### src/hdl/sbf_pkg.sv
package sbf_pkg;

    localparam int DEPTH_BITS   = 16;
    localparam int LENGTH_BITS  = 16;
    localparam int LEN_OUT_BITS = 16;

    localparam logic signed [DEPTH_BITS-1:0] DEPTH_MAX  = {1'b0, {(DEPTH_BITS-1){1'b1}}};
    localparam logic signed [DEPTH_BITS-1:0] DEPTH_MIN  = {1'b1, {(DEPTH_BITS-1){1'b0}}};
    localparam logic signed [DEPTH_BITS-1:0] DEPTH_ZERO = '0;
    localparam logic signed [DEPTH_BITS-1:0] DEPTH_ONE  = DEPTH_BITS'(1);
    localparam logic [LENGTH_BITS-1:0]       COUNT_MAX  = '1;
    localparam logic [31:0]                  LEN_OUT_MAX = 32'h0000_FFFF;

    localparam logic [7:0] CH_SPACE  = 8'h20;
    localparam logic [7:0] CH_LF     = 8'h0A;
    localparam logic [7:0] CH_TAB    = 8'h09;
    localparam logic [7:0] CH_CR     = 8'h0D;
    localparam logic [7:0] CH_SEMI   = 8'h3B;
    localparam logic [7:0] CH_DQUOTE = 8'h22;
    localparam logic [7:0] CH_HASH   = 8'h23;
    localparam logic [7:0] CH_LPAREN = 8'h28;
    localparam logic [7:0] CH_RPAREN = 8'h29;
    localparam logic [7:0] CH_QUOTE  = 8'h27;
    localparam logic [7:0] CH_LBRACE = 8'h7B;
    localparam logic [7:0] CH_RBRACE = 8'h7D;

    typedef enum logic [3:0] {
        MODE_NORMAL,
        MODE_COMMENT,
        MODE_STRING,
        MODE_HASH,
        MODE_BLOCK,
        MODE_BRACE,
        MODE_CLOSED
    } mode_t;

    typedef enum logic [1:0] {
        RES_NONE,
        RES_BEFORE,
        RES_WITH
    } res_t;

    typedef struct packed {
        mode_t                         mode;
        logic signed [DEPTH_BITS-1:0]  depth;
        logic                          seen;
        logic                          sep;
        logic                          qp;
        logic [LENGTH_BITS-1:0]        count;
    } scan_state_t;

    typedef struct packed {
        scan_state_t st;
        res_t        res;
    } scan_ret_t;

    typedef struct packed {
        logic                    valid;
        logic                    kind;
        logic [LEN_OUT_BITS-1:0] length;
    } result_t;

    localparam scan_state_t RESET_STATE = '{
        mode:  MODE_NORMAL,
        depth: DEPTH_ZERO,
        seen:  1'b0,
        sep:   1'b1,
        qp:    1'b0,
        count: '0
    };

    function automatic logic [LENGTH_BITS-1:0] count_inc(input logic [LENGTH_BITS-1:0] n);
        return (n != COUNT_MAX) ? n + LENGTH_BITS'(1) : n;
    endfunction

    function automatic logic [LEN_OUT_BITS-1:0] report_len(input logic [LENGTH_BITS-1:0] n);
        return (32'(n) > LEN_OUT_MAX) ? {LEN_OUT_BITS{1'b1}} : LEN_OUT_BITS'(n);
    endfunction

    function automatic scan_state_t close_literal(input scan_state_t s);
        scan_state_t t;
        t = s;
        if (s.depth == DEPTH_ZERO)
        begin
            t.mode = MODE_CLOSED;
        end
        else
        begin
            t.mode = MODE_NORMAL;
            t.sep  = 1'b1;
            t.seen = 1'b1;
            t.qp   = 1'b0;
        end
        return t;
    endfunction

    function automatic scan_ret_t scan_normal(input scan_state_t s, input logic [7:0] c);
        scan_ret_t r;
        logic      ends;
        r.st  = s;
        r.res = RES_NONE;
        ends  = s.seen && (s.depth == DEPTH_ZERO) && !s.qp;
        case (c)
            CH_SPACE, CH_LF, CH_TAB, CH_CR:
            begin
                if (ends)
                    r.res = RES_BEFORE;
                else
                    r.st.sep = 1'b1;
            end
            CH_SEMI:
            begin
                r.st.mode = MODE_COMMENT;
            end
            CH_DQUOTE:
            begin
                if (ends)
                    r.res = RES_BEFORE;
                else
                    r.st.mode = MODE_STRING;
            end
            CH_HASH:
            begin
                if (ends)
                    r.res = RES_BEFORE;
                else
                    r.st.mode = MODE_HASH;
            end
            CH_LPAREN:
            begin
                if (ends)
                begin
                    r.res = RES_BEFORE;
                end
                else
                begin
                    if (s.depth != DEPTH_MAX)
                        r.st.depth = s.depth + DEPTH_ONE;
                    r.st.seen = 1'b1;
                    r.st.sep  = 1'b1;
                    r.st.qp   = 1'b0;
                end
            end
            CH_RPAREN:
            begin
                if (s.depth != DEPTH_MIN)
                    r.st.depth = s.depth - DEPTH_ONE;
                if (s.seen && (r.st.depth == DEPTH_ZERO))
                    r.res = RES_WITH;
                r.st.seen = 1'b1;
                r.st.sep  = 1'b1;
                r.st.qp   = 1'b0;
            end
            CH_QUOTE:
            begin
                r.st.seen = 1'b1;
                if (s.sep)
                    r.st.qp = 1'b1;
            end
            default:
            begin
                r.st.sep  = 1'b0;
                r.st.qp   = 1'b0;
                r.st.seen = 1'b1;
            end
        endcase
        if (r.res != RES_BEFORE)
            r.st.count = count_inc(s.count);
        return r;
    endfunction

    function automatic scan_ret_t scan_byte(input scan_state_t s, input logic [7:0] c);
        scan_ret_t   r;
        scan_state_t t;
        t     = s;
        r.st  = s;
        r.res = RES_NONE;
        case (s.mode)
            MODE_COMMENT:
            begin
                if (c != CH_LF)
                begin
                    r.st.count = count_inc(s.count);
                end
                else
                begin
                    t.mode = MODE_NORMAL;
                    r = scan_normal(t, c);
                end
            end
            MODE_STRING:
            begin
                t.count = count_inc(s.count);
                r.st = (c == CH_DQUOTE) ? close_literal(t) : t;
            end
            MODE_BLOCK:
            begin
                r.st.count = count_inc(s.count);
                if (c == CH_RBRACE)
                    r.st.mode = MODE_BRACE;
            end
            MODE_BRACE:
            begin
                t.count = count_inc(s.count);
                if (c == CH_HASH)
                    r.st = close_literal(t);
                else
                begin
                    r.st = t;
                    if (c != CH_RBRACE)
                        r.st.mode = MODE_BLOCK;
                end
            end
            MODE_HASH:
            begin
                if (s.sep && (c == CH_LBRACE))
                begin
                    r.st.count = count_inc(s.count);
                    r.st.mode  = MODE_BLOCK;
                end
                else
                begin
                    t.sep  = 1'b0;
                    t.qp   = 1'b0;
                    t.seen = 1'b1;
                    t.mode = MODE_NORMAL;
                    r = scan_normal(t, c);
                end
            end
            default:
            begin
                t.mode = MODE_NORMAL;
                r = scan_normal(t, c);
            end
        endcase
        return r;
    endfunction

endpackage

### src/hdl/sbf_char_if.sv
interface sbf_char_if;
    logic       valid;
    logic       ready;
    logic [7:0] char_in;

    modport source (output valid, output char_in, input ready);
    modport sink (input valid, input char_in, output ready);
endinterface

### src/hdl/sbf_bound_if.sv
interface sbf_bound_if;
    logic        valid;
    logic        ready;
    logic        boundary_kind;
    logic [15:0] expr_length;

    modport source (output valid, output boundary_kind, output expr_length, input ready);
    modport sink (input valid, input boundary_kind, input expr_length, output ready);
endinterface

### src/hdl/sexpr_boundary_finder.sv
// Scheme top-level expression boundary finder.
// char_ch (sink) takes one source byte per item; bound_ch (source) gives one
// item for each finished expression: boundary_kind 0 when the expression
// ended before the accepted byte, 1 when it ended with that byte (a ')'),
// and expr_length, the bytes since the previous boundary, saturating.
// Throughput: one byte per cycle while no result waits on a stalled bound_ch.
// The scan state is a single register updated by one level of logic per
// byte. A result is valid on bound_ch the cycle after the byte that
// produces it is accepted. A literal closed at depth zero is reported with
// the following byte.
// Stall: the result register holds while bound_ch.ready is low; char_ch.ready
// is low only while a result waits and the sink is not taking it, and then
// rises in the same cycle the sink takes it.
// Reset: rst_n clears the scan state to its start (no expression open, after
// a separator) and empties the result register; no bytes are lost beyond
// those not yet accepted.
module sexpr_boundary_finder (
    input logic        clk,
    input logic        rst_n,
    sbf_char_if.sink   char_ch,
    sbf_bound_if.source bound_ch
);
    import sbf_pkg::*;

    result_t                 scan_res;
    logic                    step;
    logic                    out_valid_reg;
    logic                    out_valid_next;
    logic                    out_kind_reg;
    logic [LEN_OUT_BITS-1:0] out_len_reg;

    assign char_ch.ready = !out_valid_reg || bound_ch.ready;
    assign step          = char_ch.valid && char_ch.ready;

    sbf_scan u_scan (
        .clk     (clk),
        .rst_n   (rst_n),
        .step    (step),
        .char_in (char_ch.char_in),
        .result  (scan_res)
    );

    always_comb
    begin
        out_valid_next = out_valid_reg && !bound_ch.ready;
        if (step)
            out_valid_next = scan_res.valid;
    end

    always_ff @(posedge clk or negedge rst_n)
    begin
        if (!rst_n)
            out_valid_reg <= 1'b0;
        else
            out_valid_reg <= out_valid_next;
    end

    // load the payload only with a new result
    always_ff @(posedge clk)
    begin
        if (step && scan_res.valid)
        begin
            out_kind_reg <= scan_res.kind;
            out_len_reg  <= scan_res.length;
        end
    end

    assign bound_ch.valid         = out_valid_reg;
    assign bound_ch.boundary_kind = out_kind_reg;
    assign bound_ch.expr_length   = out_len_reg;

`ifndef ASSERT_OFF
    a_result_loaded: assert property (@(posedge clk) disable iff (!rst_n)
        (step && scan_res.valid) |=>
            (bound_ch.valid && (bound_ch.boundary_kind == $past(scan_res.kind))))
        else $error("result not loaded into output register");

    a_with_on_rparen: assert property (@(posedge clk) disable iff (!rst_n)
        (step && scan_res.valid && scan_res.kind) |-> (char_ch.char_in == CH_RPAREN))
        else $error("expression closed by a byte other than a close paren");

    a_no_overwrite: assert property (@(posedge clk) disable iff (!rst_n)
        (out_valid_reg && !bound_ch.ready) |-> !char_ch.ready)
        else $error("input taken while a stalled result waits");

    a_no_result_drop: assert property (@(posedge clk) disable iff (!rst_n)
        (out_valid_reg && !bound_ch.ready) |=> out_valid_reg)
        else $error("stalled result dropped");
`endif

endmodule

### src/hdl/sbf_scan.sv
module sbf_scan (
    input  logic             clk,
    input  logic             rst_n,
    input  logic             step,
    input  logic [7:0]       char_in,
    output sbf_pkg::result_t result
);
    import sbf_pkg::*;

    scan_state_t state_reg;
    scan_state_t state_next;
    scan_ret_t   cur;
    scan_ret_t   fresh;

    always_comb
    begin
        cur   = scan_byte(state_reg, char_in);
        // a byte that ends the expression before itself, or follows a closed literal, starts the next one
        fresh = scan_byte(RESET_STATE, char_in);
        result.valid  = 1'b0;
        result.kind   = 1'b0;
        result.length = report_len(state_reg.count);
        state_next    = cur.st;
        if ((state_reg.mode == MODE_CLOSED) || (cur.res == RES_BEFORE))
        begin
            result.valid = 1'b1;
            state_next   = fresh.st;
        end
        else if (cur.res == RES_WITH)
        begin
            result.valid  = 1'b1;
            result.kind   = 1'b1;
            result.length = report_len(cur.st.count);
            state_next    = RESET_STATE;
        end
    end

    always_ff @(posedge clk or negedge rst_n)
    begin
        if (!rst_n)
            state_reg <= RESET_STATE;
        else if (step)
            state_reg <= state_next;
    end

endmodule

### src/flat_wrapper.sv
// flat-port wrapper written by rule: the top's interface ports become plain ports
module sexpr_boundary_finder_flat import sbf_pkg::*;
  (clk, rst_n, char_ch_valid, char_ch_char_in, char_ch_ready, bound_ch_valid, bound_ch_boundary_kind, bound_ch_expr_length, bound_ch_ready);
  sbf_char_if char_ch_i ();
  sbf_bound_if bound_ch_i ();
  input logic clk;
  input logic rst_n;
  input wire logic [$bits(char_ch_i.valid)-1:0] char_ch_valid;
  input wire logic [$bits(char_ch_i.char_in)-1:0] char_ch_char_in;
  output wire logic [$bits(char_ch_i.ready)-1:0] char_ch_ready;
  output wire logic [$bits(bound_ch_i.valid)-1:0] bound_ch_valid;
  output wire logic [$bits(bound_ch_i.boundary_kind)-1:0] bound_ch_boundary_kind;
  output wire logic [$bits(bound_ch_i.expr_length)-1:0] bound_ch_expr_length;
  input wire logic [$bits(bound_ch_i.ready)-1:0] bound_ch_ready;
  assign char_ch_i.valid = char_ch_valid;
  assign char_ch_i.char_in = char_ch_char_in;
  assign char_ch_ready = char_ch_i.ready;
  assign bound_ch_valid = bound_ch_i.valid;
  assign bound_ch_boundary_kind = bound_ch_i.boundary_kind;
  assign bound_ch_expr_length = bound_ch_i.expr_length;
  assign bound_ch_i.ready = bound_ch_ready;
  sexpr_boundary_finder u_core (.clk(clk), .rst_n(rst_n), .char_ch(char_ch_i), .bound_ch(bound_ch_i));
endmodule
### config.mk
export PLATFORM = sky130hd
export DESIGN_NAME = sexpr_boundary_finder_flat
export DESIGN_NICKNAME = d
export VERILOG_FILES = /design/src/hdl/sbf_pkg.sv /design/src/hdl/sbf_char_if.sv /design/src/hdl/sbf_bound_if.sv /design/src/hdl/sexpr_boundary_finder.sv /design/src/hdl/sbf_scan.sv /design/src/flat_wrapper.sv
export SDC_FILE = /design/constraint.sdc
export NUM_CORES = 1
export LEC_CHECK = 0
export ABC_AREA = 1
export BUFFER_PORTS_ARGS = -buffer_cell sky130_fd_sc_hd__buf_2
export CAP_MARGIN = 20
export CORE_MARGIN = 4
export CORE_UTILIZATION = 45
export CTS_BUF_LIST = sky130_fd_sc_hd__clkbuf_4
export DETAILED_ROUTE_END_ITERATION = 7
export SYNTH_ARGS = -nofsm -noshare
export SYNTH_HDL_FRONTEND = slang
export SYNTH_SLANG_ARGS = --single-unit
### constraint.sdc
create_clock -name clk -period 3.4 [get_ports clk]
set_input_delay 0.17 -clock clk [delete_from_list [all_inputs] [get_ports clk]]
set_output_delay 0.17 -clock clk [all_outputs]
set_load 0.05 [all_outputs]
# ---- After elaboration in Yosys (flattened, before gate mapping)
# Index checks and enable logic that the tools add are counted.
dict set report classes {
  add_sub_neg 3
  n_eq_ne 38
  muxes 73
  reduce_logical 28
}
# cell n
set op_table {}
lappend op_table {{16-bit two-way mux} 15}
lappend op_table {{39-bit two-way mux} 4}
lappend op_table {{16-bit one-hot mux with 2 select lines} 4}
lappend op_table {{19-bit one-hot mux with 5 select lines} 1}
lappend op_table {{16-bit one-hot mux with 5 select lines} 1}
lappend op_table {{16-bit zero test} 4}
lappend op_table {{19-bit two-way mux} 3}
lappend op_table {{8-bit by 6-bit equality test with 1-bit output (second input constant)} 7}
lappend op_table {{16-bit != test (second input constant)} 3}
lappend op_table {{2-bit two-way mux} 14}
lappend op_table {{8-bit by 4-bit equality test with 1-bit output (second input constant)} 3}
lappend op_table {{2-bit one-hot mux with 3 select lines} 4}
lappend op_table {{23-bit two-way mux} 1}
lappend op_table {{4-bit != test (second input constant)} 5}
lappend op_table {{4-bit one-hot mux with 5 select lines} 1}
lappend op_table {{18-bit two-way mux} 1}
lappend op_table {{16-bit by 1-bit adder with 16-bit output (second input constant)} 1}
lappend op_table {{16-bit by 2-bit adder with 16-bit output (second input constant)} 1}
lappend op_table {{8-bit by 7-bit equality test with 1-bit output (second input constant)} 2}
lappend op_table {{16-bit by 2-bit subtractor with 16-bit output (second input constant)} 1}
lappend op_table {{7-bit OR reduction} 2}
lappend op_table {{4-bit by 3-bit equality test with 1-bit output (second input constant)} 3}
lappend op_table {{1-bit two-way mux} 12}
lappend op_table {{2-bit one-hot mux with 2 select lines} 3}
lappend op_table {{other kinds (25)} 46}
dict set report totals {
  regBits 57
  input_bits 12
  out_inout_bits 19
  word_cells 151
}

# ---- Depth between registers and ports, before layout
# Gate-level depths: netlist of the first run.
dict set report depth {
  word_depth 18
  ltp_mapped 18
  depth_no_buf 18
}

# ---- Modules after synthesis
# A second synthesis of the first run with hierarchy kept.
dict set report hier_totals {
  hier_cells 799
  hier_area_um2 5107.4
}
# mod n_inst cells_per_inst area_per_inst_um2 seq_area_each_um2
set by_module_without_submodules {}
lappend by_module_without_submodules {sbf_scan 1 773 4533.1 952.2}
lappend by_module_without_submodules {sexpr_boundary_finder 1 26 574.3 535.5}

# ---- Least setup slack after synthesis of the first run
# No wires, ideal clock.
dict set report synth_path {
  path_type {register -> register}
  from {register u_core.u_scan.state_reg[20] (netlist bit)}
  to {register u_core.out_kind_reg, in the netlist u_core.bound_ch.boundary_kind (enable)}
  setup_time_ns 0.369
  t_arrival_ns 2.316
  required_time_ns 3.031
  path_slack_ns 0.715
  path_stages_with_launch 14
  path_buffers 1
  period_less_slack_ns 2.685
  path_cell_list {dfrtp_1 -> inv_1 -> ha_1 -> nand2_1 -> nor2_4 -> nand2_4 -> buf_6 -> nand3_1 -> nand4_1 -> nor2_1 -> nand3_4 -> nand2_4 -> nand2_4 -> inv_1}
}
dict set report synth_between {
  elab_chain_len 17
  elab_cells_between_ends 39
  cone_classes {1 x add/sub; 3 x eq/ne; 25 x mux; 10 x reduce/logical}
}
# element line_no
set synth_rtl {}
lappend synth_rtl {{from (decl)} sbf_scan.sv:10} ;# scan_state_t state_reg;
lappend synth_rtl {{from (signal assigned)} sbf_scan.sv:43} ;# state_reg <= state_next;
lappend synth_rtl {{16-bit by 2-bit subtractor with 16-bit output or 16-bit != test (tied branches)} {sbf_pkg.sv:147, sbf_pkg.sv:146}}
lappend synth_rtl {{16-bit two-way mux} sbf_pkg.sv:146} ;# if (s.depth != DEPTH_MIN)
lappend synth_rtl {{16-bit two-way mux} sbf_pkg.sv:103} ;# case (c)
lappend synth_rtl {{16-bit two-way mux} sbf_pkg.sv:181} ;# if (c != CH_LF)
lappend synth_rtl {{16-bit two-way mux} sbf_pkg.sv:178} ;# case (s.mode)
lappend synth_rtl {{16-bit zero test} sbf_pkg.sv:148} ;# if (s.seen && (r.st.depth == DEPTH_ZERO))
lappend synth_rtl {{1-bit logical AND} sbf_pkg.sv:148}
lappend synth_rtl {{2-bit two-way mux} sbf_pkg.sv:148}
lappend synth_rtl {{2-bit one-hot mux with 2 select lines} sbf_pkg.sv:103}
lappend synth_rtl {{2-bit two-way mux} sbf_pkg.sv:181}
lappend synth_rtl {{2-bit two-way mux} sbf_pkg.sv:178}
lappend synth_rtl {{2-bit two-way mux} sbf_pkg.sv:181}
lappend synth_rtl {{2-bit one-hot mux with 3 select lines (*)} sbf_pkg.sv:178}
lappend synth_rtl {{2-bit equality test or 2-bit by 1-bit equality test with 1-bit output (tied branches)} {sbf_scan.sv:29, sbf_scan.sv:24}}
lappend synth_rtl {{18-bit two-way mux or 1-bit logical OR (tied branches)} {sbf_scan.sv:29, sbf_scan.sv:24}}
lappend synth_rtl {{1-bit two-way mux (*)} sbf_scan.sv:24} ;# if ((state_reg.mode == MODE_CLOSED) || (cur.res == RES_BEFORE))
lappend synth_rtl {{1-bit logical AND (*)} sexpr_boundary_finder.sv:61} ;# if (step && scan_res.valid)
lappend synth_rtl {{to (signal assigned)} sexpr_boundary_finder.sv:63} ;# out_kind_reg <= scan_res.kind;
lappend synth_rtl {{to (decl)} sexpr_boundary_finder.sv:29} ;# logic out_kind_reg;
# Every way passes the cells marked *; elsewhere a longest branch is shown, timed or not. The select of a mux whose other input is x is not followed.
# A chain may end at the register's enable or synchronous reset.

==> flow_metrics.env, run 1 <==
export IMPL_routabilityCongestion=0.9421
export IMPL_chipHeight_um=114.1
export IMPL_die_area_um2=13020
export IMPL_rows=38
export IMPL_worst_slew_pin_transition_ns=0.7401
export IMPL_final_period_minus_worst_setup_slack_ns=3.065
export IMPL_mappedNetlistArea_um2=5065
export IMPL_vdd_ir_drop_max_v=0.0001772
export IMPL_cts_setup_buffers=0
export IMPL_cell_taking_the_most_area_after_synthesis="dfrtp_1"
export IMPL_final_layout_size_suffix_gt1_share_pct=9.964
export IMPL_antenna_cells=0
export IMPL_fin_skew_ns=0.02129
export IMPL_worst_ep_required_time_ns=3.61
export IMPL_dpl_instance_area_um2=5339
export IMPL_mux_share_of_post_synthesis_cell_area_pct=0
export IMPL_status="finished clean"
export IMPL_critPathCaptureType="register"
export IMPL_highest_net_fanout_along_the_worst_path=12
export IMPL_grt_pass1_wl_um=25880
export IMPL_final_setup_tns_ns=0
export IMPL_clkLatencyLatePin_ns=0.44
export IMPL_tritoncts="done"
export IMPL_largest_register_ffs=38
export IMPL_post_synth_num_cell_types=41
export IMPL_vias=5616
export IMPL_synth_yosys_seq_area_share_pct=29.37
export IMPL_slew_hr_pct=50.21
export IMPL_crit_arrival_ns=3.28
export IMPL_post_route_period_util_pct=90.16
export IMPL_design_portCount=31
export IMPL_number_of_input_and_output_port_buffers_inserted=30
export IMPL_r2r_setup_slack_ns=0.33
export IMPL_drv_slew=0
export IMPL_synthXorXnorAreaFrac_pct=1.729
export IMPL_floorplan_core_area_um2=10940
export IMPL_startpoint="u_core.u_scan.state_reg[20]"
export IMPL_routed_via_density=5.772
export IMPL_power_density_nw_per_um2=402.7
export IMPL_holdCritPathClass="input pin to asynchronous set/reset pin"
export IMPL_antenna_found_initial=0
export IMPL_routed_wire_length_um=15690
export IMPL_layout_cell_area_non_filler_um2=5494
export IMPL_wire_per_inst_um=16.12
export IMPL_mappedNetlistNets=824
export IMPL_synth_cells_most_frequent="nand2_1 (204), nor2_1 (103), inv_1 (97), nand3_1 (81), o21ai_0 (59)"
export IMPL_clock_sink_count=56
export IMPL_drtIter0Drc=526
export IMPL_unrepaired_setup_endpoints_after_global_routing="false"
export IMPL_synth_ff_latch_count=56
export IMPL_globalRouteTotalUtil_pct=24.53
export IMPL_die_width_um=114.1
export IMPL_synth_adder_area_share_pct=0.9881
export IMPL_numCtsBuffers=5
export IMPL_cts_root_buffer_cell="clkbuf_4"
export IMPL_timing_reg2reg_worst_path_depth=13
export IMPL_post_layout_net_count=848
export IMPL_clk_transition_reported_paths_ns=0.20
export IMPL_yosysWarnings=0
export IMPL_grt_start_max_net_pins=40
export IMPL_clock_tree_buffer_depth=2
export IMPL_synth_simple_gate_area_share_pct=39.77
export IMPL_drcViolationCount=0
export IMPL_postSynthCellCount=808
export IMPL_place_hpwl_um=11470
export IMPL_rr_startpoint="u_core.u_scan.state_reg[20]"
export IMPL_timing_rr_end="u_core.bound_ch.expr_length[5]"
export IMPL_synth_top_cell_area_share_pct=18.77
export IMPL_final_hold_violation_count=0
export IMPL_ys_top_cells_by_area="dfrtp_1 (19%), nand2_1 (15%), edfxtp_1 (10%)"
export IMPL_avgSynthCellArea_um2=6.268
export IMPL_final_antenna_net_count=0
export IMPL_finalSetupViolCount=0
export IMPL_synth_compound_gate_area_share_pct=17.42
export IMPL_cap_violations=0
export IMPL_grt_overflow_total=0
export IMPL_worstSetupStartpointType="register"
export IMPL_synth_edff_count=17
export IMPL_first_global_vias=5271
export IMPL_detailedRoute_firstPassIterationCount=5
export IMPL_fmax_mhz=326.2
export IMPL_crit_type="register to register"
export IMPL_initial_core_util_pct=46.32
export IMPL_yosys_most_used_dff="dfrtp_1"
export IMPL_clock_tree_htree_level_count=2
export IMPL_synth_async_reset_ratio_pct=69.64
export IMPL_combinational_family_with_the_most_area_after_synthesis="simple AND/OR/NAND/NOR gates"
export IMPL_power_leakage_uw=0.002605
export IMPL_area_growth_syn_to_layout_pct=8.473
export IMPL_most_frequent_cell_after_synthesis="nand2_1"
==> cell families (layout without fill, tap and decap cells) <==
kind of cell	after synthesis	count (layout)
AO/OA/AOI/OAI	148	148
XOR/XNOR	10	10
adder cells (fa/ha/maj)	4	4
buffers and inverters	133	158
flip-flops	56	56
AND/OR/NAND/NOR	457	457
==> through the flow <==
stage | hold slack (ns) | setup WS (ns) | utilization (%) | instances | total power, uW
after floorplan | -0.1256 | 0.7151 | - | 808 | 1509
after global placement | 0.3662 | 0.1506 | 48.82 | 962 | 1695
after detailed placement | 0.4055 | 0.1137 | 48.82 | 962 | 1707
after CTS | 0.1435 | 0.1036 | 49.97 | 972 | 2207
after global routing | 0.1551 | 0.003149 | 50.24 | 973 | 2382
final | 0.1382 | 0.3346 | 50.24 | 973 | 2212
==> worst max-delay path by stage <==
stage                                                 to  slack, ns  cells after the start
after CTS                    u_core.u_scan.state_reg[25]       0.10                     14
final                     u_core.bound_ch.expr_length[5]       0.33                     13
after detailed placement     u_core.u_scan.state_reg[25]       0.11                     14
after floorplan            u_core.bound_ch.boundary_kind       0.72                     13
after global placement       u_core.u_scan.state_reg[29]       0.15                     16
after global routing      u_core.bound_ch.expr_length[5]      0.003                     13
==> area by class of cell <==
cell class                      instances  area, um^2
Clock buffer                            6       45.04
Clock inverter                          2       60.06
Fill cell                            1150        5441
Inverter                              103       390.4
Multi-Input combinational cell        619        3037
Sequential cell                        56        1488
Tap cell                              140       175.2
Timing Repair Buffer                   47       299.0
==> routing by layer <==
metal	part of all wire (%)	track usage (%)	wire (um)
met2	47	41.33	7447
met1	45	32.44	7039
met3	5.1	3.224	794
met4	2.6	8.393	405
met5	0	0	0
==> critical path, stage by stage, from the launching register on <==
cell	delay, ns
dfrtp_1	0.45
inv_1	0.14
ha_1	0.26
nand2_1	0.17
nor2_4	0.24
nand2_1	0.19
nor2_1	0.21
nand2_1	0.08
nand2_1	0.07
nand3_1	0.23
clkinvlp_4	0.33
nor2_1	0.07
o31ai_1	0.28
o21ai_0	0.12
==> cells in the final DEF, fill, tap and decap left out, types with 11 or more instances in the layout <==
master    Yosys  final
o211ai_1     15     15
buf_4         1     13
edfxtp_1     17     17
o21ai_1      14     14
a21oi_1      17     17
a31oi_1      14     14
nor3_1       17     17
nor2_1      103    102
buf_2        14     30
dfrtp_1      38     38
o21ai_0      59     59
inv_1        97     96
nand3_1      81     81
nand2_1     204    204
nand4_1      23     23
o221ai_1     11     11
==> report_power, final <==
part | total (uW) | switching [uW] | internal (uW)
clock | 501 | 264 | 237
combinational | 780 | 500 | 280
sequential | 931 | 139 | 792
total | 2210 | 903 | 1310
==> timing repair <==
action | CTS | global route
resized for setup | 0 | 3
hold buffers | 2 | 0
setup endpoints to repair | 0 | 14
hold endpoints to repair | 39 | 0
Power figures use the tool's default switching activity.
==> run 2: changes to the inputs <==
--- a/config.mk
+++ b/config.mk
@@ -5,9 +5,8 @@
 export SDC_FILE = /design/constraint.sdc
 export NUM_CORES = 1
 export LEC_CHECK = 0
-export ABC_AREA = 1
 export BUFFER_PORTS_ARGS = -buffer_cell sky130_fd_sc_hd__buf_2
-export CAP_MARGIN = 20
+export CAP_MARGIN = 10
 export CORE_MARGIN = 4
 export CORE_UTILIZATION = 45
 export CTS_BUF_LIST = sky130_fd_sc_hd__clkbuf_4
==> flow_metrics.env, run 2 <==
export IMPL_highest_net_fanout_along_the_worst_path=18
export IMPL_first_global_vias=4708
export IMPL_drv_slew=0
export IMPL_clk_transition_reported_paths_ns=0.18
export IMPL_initial_core_util_pct=46.68
export IMPL_min_to="u_core.bound_ch.valid"
export IMPL_mappedNetlistNets=630
export IMPL_drcViolationCount=0
export IMPL_cap_violations=0
export IMPL_cell_taking_the_most_area_after_synthesis="dfrtp_1"
export IMPL_hold_path_startpoint="bound_ch_ready"
export IMPL_synth_ff_latch_count=56
export IMPL_routed_wire_length_um=14750
export IMPL_sequential_cell_area_um2=1488
export IMPL_unrepaired_setup_endpoints_after_global_routing="false"
export IMPL_yosysWarnings=0
export IMPL_rows=37
export IMPL_dpl_instance_area_um2=5279
export IMPL_synth_yosys_seq_area_share_pct=30.60
export IMPL_final_period_minus_worst_setup_slack_ns=3.170
export IMPL_drtIter0Drc=460
export IMPL_worstSetupStartpointType="register"
export IMPL_vdd_ir_drop_max_v=0.0003193
export IMPL_die_area_um2=12530
export IMPL_die_width_um=111.9
export IMPL_place_hpwl_um=10740
export IMPL_clock_sink_count=56
export IMPL_multiInputGateArea_um2=3183
export IMPL_floorplan_core_area_um2=10420
export IMPL_post_layout_net_count=661
export IMPL_clkLatencyLatePin_ns=0.39
export IMPL_fillerInstances=1019
export IMPL_critPathCaptureType="register"
export IMPL_hold_depth=3
export IMPL_post_synth_num_cell_types=80
export IMPL_status="finished clean"
export IMPL_grt_start_max_net_pins=40
export IMPL_crit_type="register to register"
export IMPL_final_antenna_net_count=0
export IMPL_antenna_cells=0
export IMPL_holdCritPathClass="input pin to register"
export IMPL_layout_cell_area_non_filler_um2=5441
export IMPL_most_frequent_cell_after_synthesis="a21oi_1"
export IMPL_clkPwrFrac_pct=11.9
export IMPL_final_hold_violation_count=0
export IMPL_detailedRoute_firstPassIterationCount=5
export IMPL_antenna_found_initial=0
export IMPL_routed_via_density=6.416
export IMPL_number_of_input_and_output_port_buffers_inserted=30
export IMPL_avgSynthCellArea_um2=7.919
export IMPL_clock_tree_htree_level_count=2
export IMPL_synth_top_cell_area_share_pct=19.56
export IMPL_synth_edff_count=17
export IMPL_clock_tree_buffer_depth=2
export IMPL_ys_top_cells_by_area="dfrtp_1 (20%), edfxtp_1 (10%), a21oi_1 (7.2%)"
export IMPL_post_route_period_util_pct=93.24
export IMPL_internal_power_uw=1715
export IMPL_numCtsBuffers=5
export IMPL_wire_per_inst_um=18.87
export IMPL_p_seq_share_pct=34.9
export IMPL_yosys_most_used_dff="dfrtp_1"
export IMPL_slew_hr_pct=36.31
export IMPL_power_switching_share_pct=49.41
export IMPL_timing_reg2reg_worst_path_depth=9
export IMPL_power_density_nw_per_um2=622.9
export IMPL_synth_cells_most_frequent="a21oi_1 (70), nand2_1 (68), nor2_1 (57), dfrtp_1 (38), o21ai_0 (28)"
export IMPL_timing_rr_end="u_core.bound_ch.expr_length[1]"
export IMPL_most_common_layout_cells="a21oi_1 (70), nand2_1 (67), nor2_1 (56)"
export IMPL_final_setup_worst_slack_ns=0.2298
export IMPL_fmax_mhz=315.4
export IMPL_cts_root_buffer_cell="clkbuf_4"
export IMPL_design_portCount=31
export IMPL_globalRouteTotalUtil_pct=23.26
export IMPL_vias=5017
export IMPL_grt_pass1_wl_um=24380
export IMPL_largest_register_ffs=38
export IMPL_chipHeight_um=111.9
export IMPL_grt_overflow_total=0
export IMPL_worst_slew_pin_transition_ns=0.9554
export IMPL_power_frac_comb_pct=53.2
export IMPL_routabilityCongestion=0.9031
export IMPL_synth_async_reset_ratio_pct=69.64
export IMPL_worst_ep_required_time_ns=3.55
export IMPL_net_switching_power_uw=1675
export IMPL_worst_setup_slack_post_dpl_ns=0.05307
export IMPL_fin_skew_ns=0.01675
export IMPL_r2r_setup_slack_ns=0.23
export IMPL_utilization_pct=52.24
export IMPL_finalSetupViolCount=0
export IMPL_crit_arrival_ns=3.32
export IMPL_rr_startpoint="u_core.u_scan.state_reg[20]"
export IMPL_total_power_uw=3390
export IMPL_layout_commonest_cell="a21oi_1"
export IMPL_final_setup_tns_ns=0
export IMPL_final_layout_size_suffix_gt1_share_pct=17.18
export IMPL_area_growth_syn_to_layout_pct=11.91
export IMPL_tritoncts="done"
export IMPL_postSynthCellCount=614
export IMPL_mappedNetlistArea_um2=4862
export IMPL_power_leakage_uw=0.002087
[run 2: timing repair]
action | CTS | global route
gates resized for setup | 0 | 10
hold buffers | 1 | 0
buffers inserted | 0 | 2
endpoints found under the setup margin | 0 | 62
hold endpoints to repair | 38 | 0
[run 2: layout make-up]
type	count	share of cell area, %
Multi-Input combinational cell	498	58.50
Sequential cell	56	27.34
Clock inverter	2	0.7128
Tap cell	136	3.127
Clock buffer	6	0.8278
Inverter	21	1.449
Timing Repair Buffer	63	8.048
[run 2: worst max-delay path, cell delays in order (launching register included)]
cell,delay [ns]
dfrtp_1,0.49
inv_1,0.13
ha_2,0.26
nor4b_4,0.40
nand4_4,0.28
a2111oi_4,0.54
o221ai_4,0.32
and3_1,0.27
a21oi_1,0.15
o21ai_0,0.09
[run 2: logic make-up after synthesis]
logic type | count (synthesis) | synth area share [%]
adder cells (fa/ha/maj) | 4 | 1.029
AND/OR/NAND/NOR | 279 | 32.32
flip-flops | 56 | 30.60
buffers and inverters | 60 | 5.301
XOR/XNOR | 10 | 1.801
AO/OA/AOI/OAI | 196 | 26.97
multiplexers | 9 | 1.981
[run 2: layer usage]
metal | up-vias | wire length, um | track usage [%]
met5 | - | 0 | 0
met1 | 2384 | 6774 | 33.82
met3 | 21 | 994 | 2.772
met2 | 217 | 6808 | 37.05
met4 | 0 | 177 | 5.449
li1 | 2395 | - | -
[run 2: worst max-delay path by stage]
| stage | startpoint | to | cells after the start |
|---|---|---|---|
| after global placement | u_core.u_scan.state_reg[20] | u_core.bound_ch.expr_length[10] | 10 |
| final | u_core.u_scan.state_reg[20] | u_core.bound_ch.expr_length[1] | 9 |
| after CTS | u_core.u_scan.state_reg[20] | u_core.bound_ch.expr_length[10] | 10 |
| after global routing | u_core.u_scan.state_reg[20] | u_core.bound_ch.expr_length[1] | 9 |
| after floorplan | u_core.u_scan.state_reg[19] | u_core.bound_ch.boundary_kind | 10 |
| after detailed placement | u_core.u_scan.state_reg[20] | u_core.bound_ch.expr_length[10] | 10 |
[run 2: stage by stage]
step,instances,hold WS (ns)
after floorplan,614,-0.1256
after global placement,771,0.3926
after detailed placement,771,0.3851
after CTS,780,0.07524
after global routing,782,0.1161
final,782,0.09108
[run 2: power groups by stage]
stage,clock network (uW),logic [uW],registers (uW)
CTS,422,1720,1170
detailed placement,0,1710,1190
global placement,0,1700,1180
global route,442,1990,1220
finish,405,1800,1180
floorplan,0,1450,986
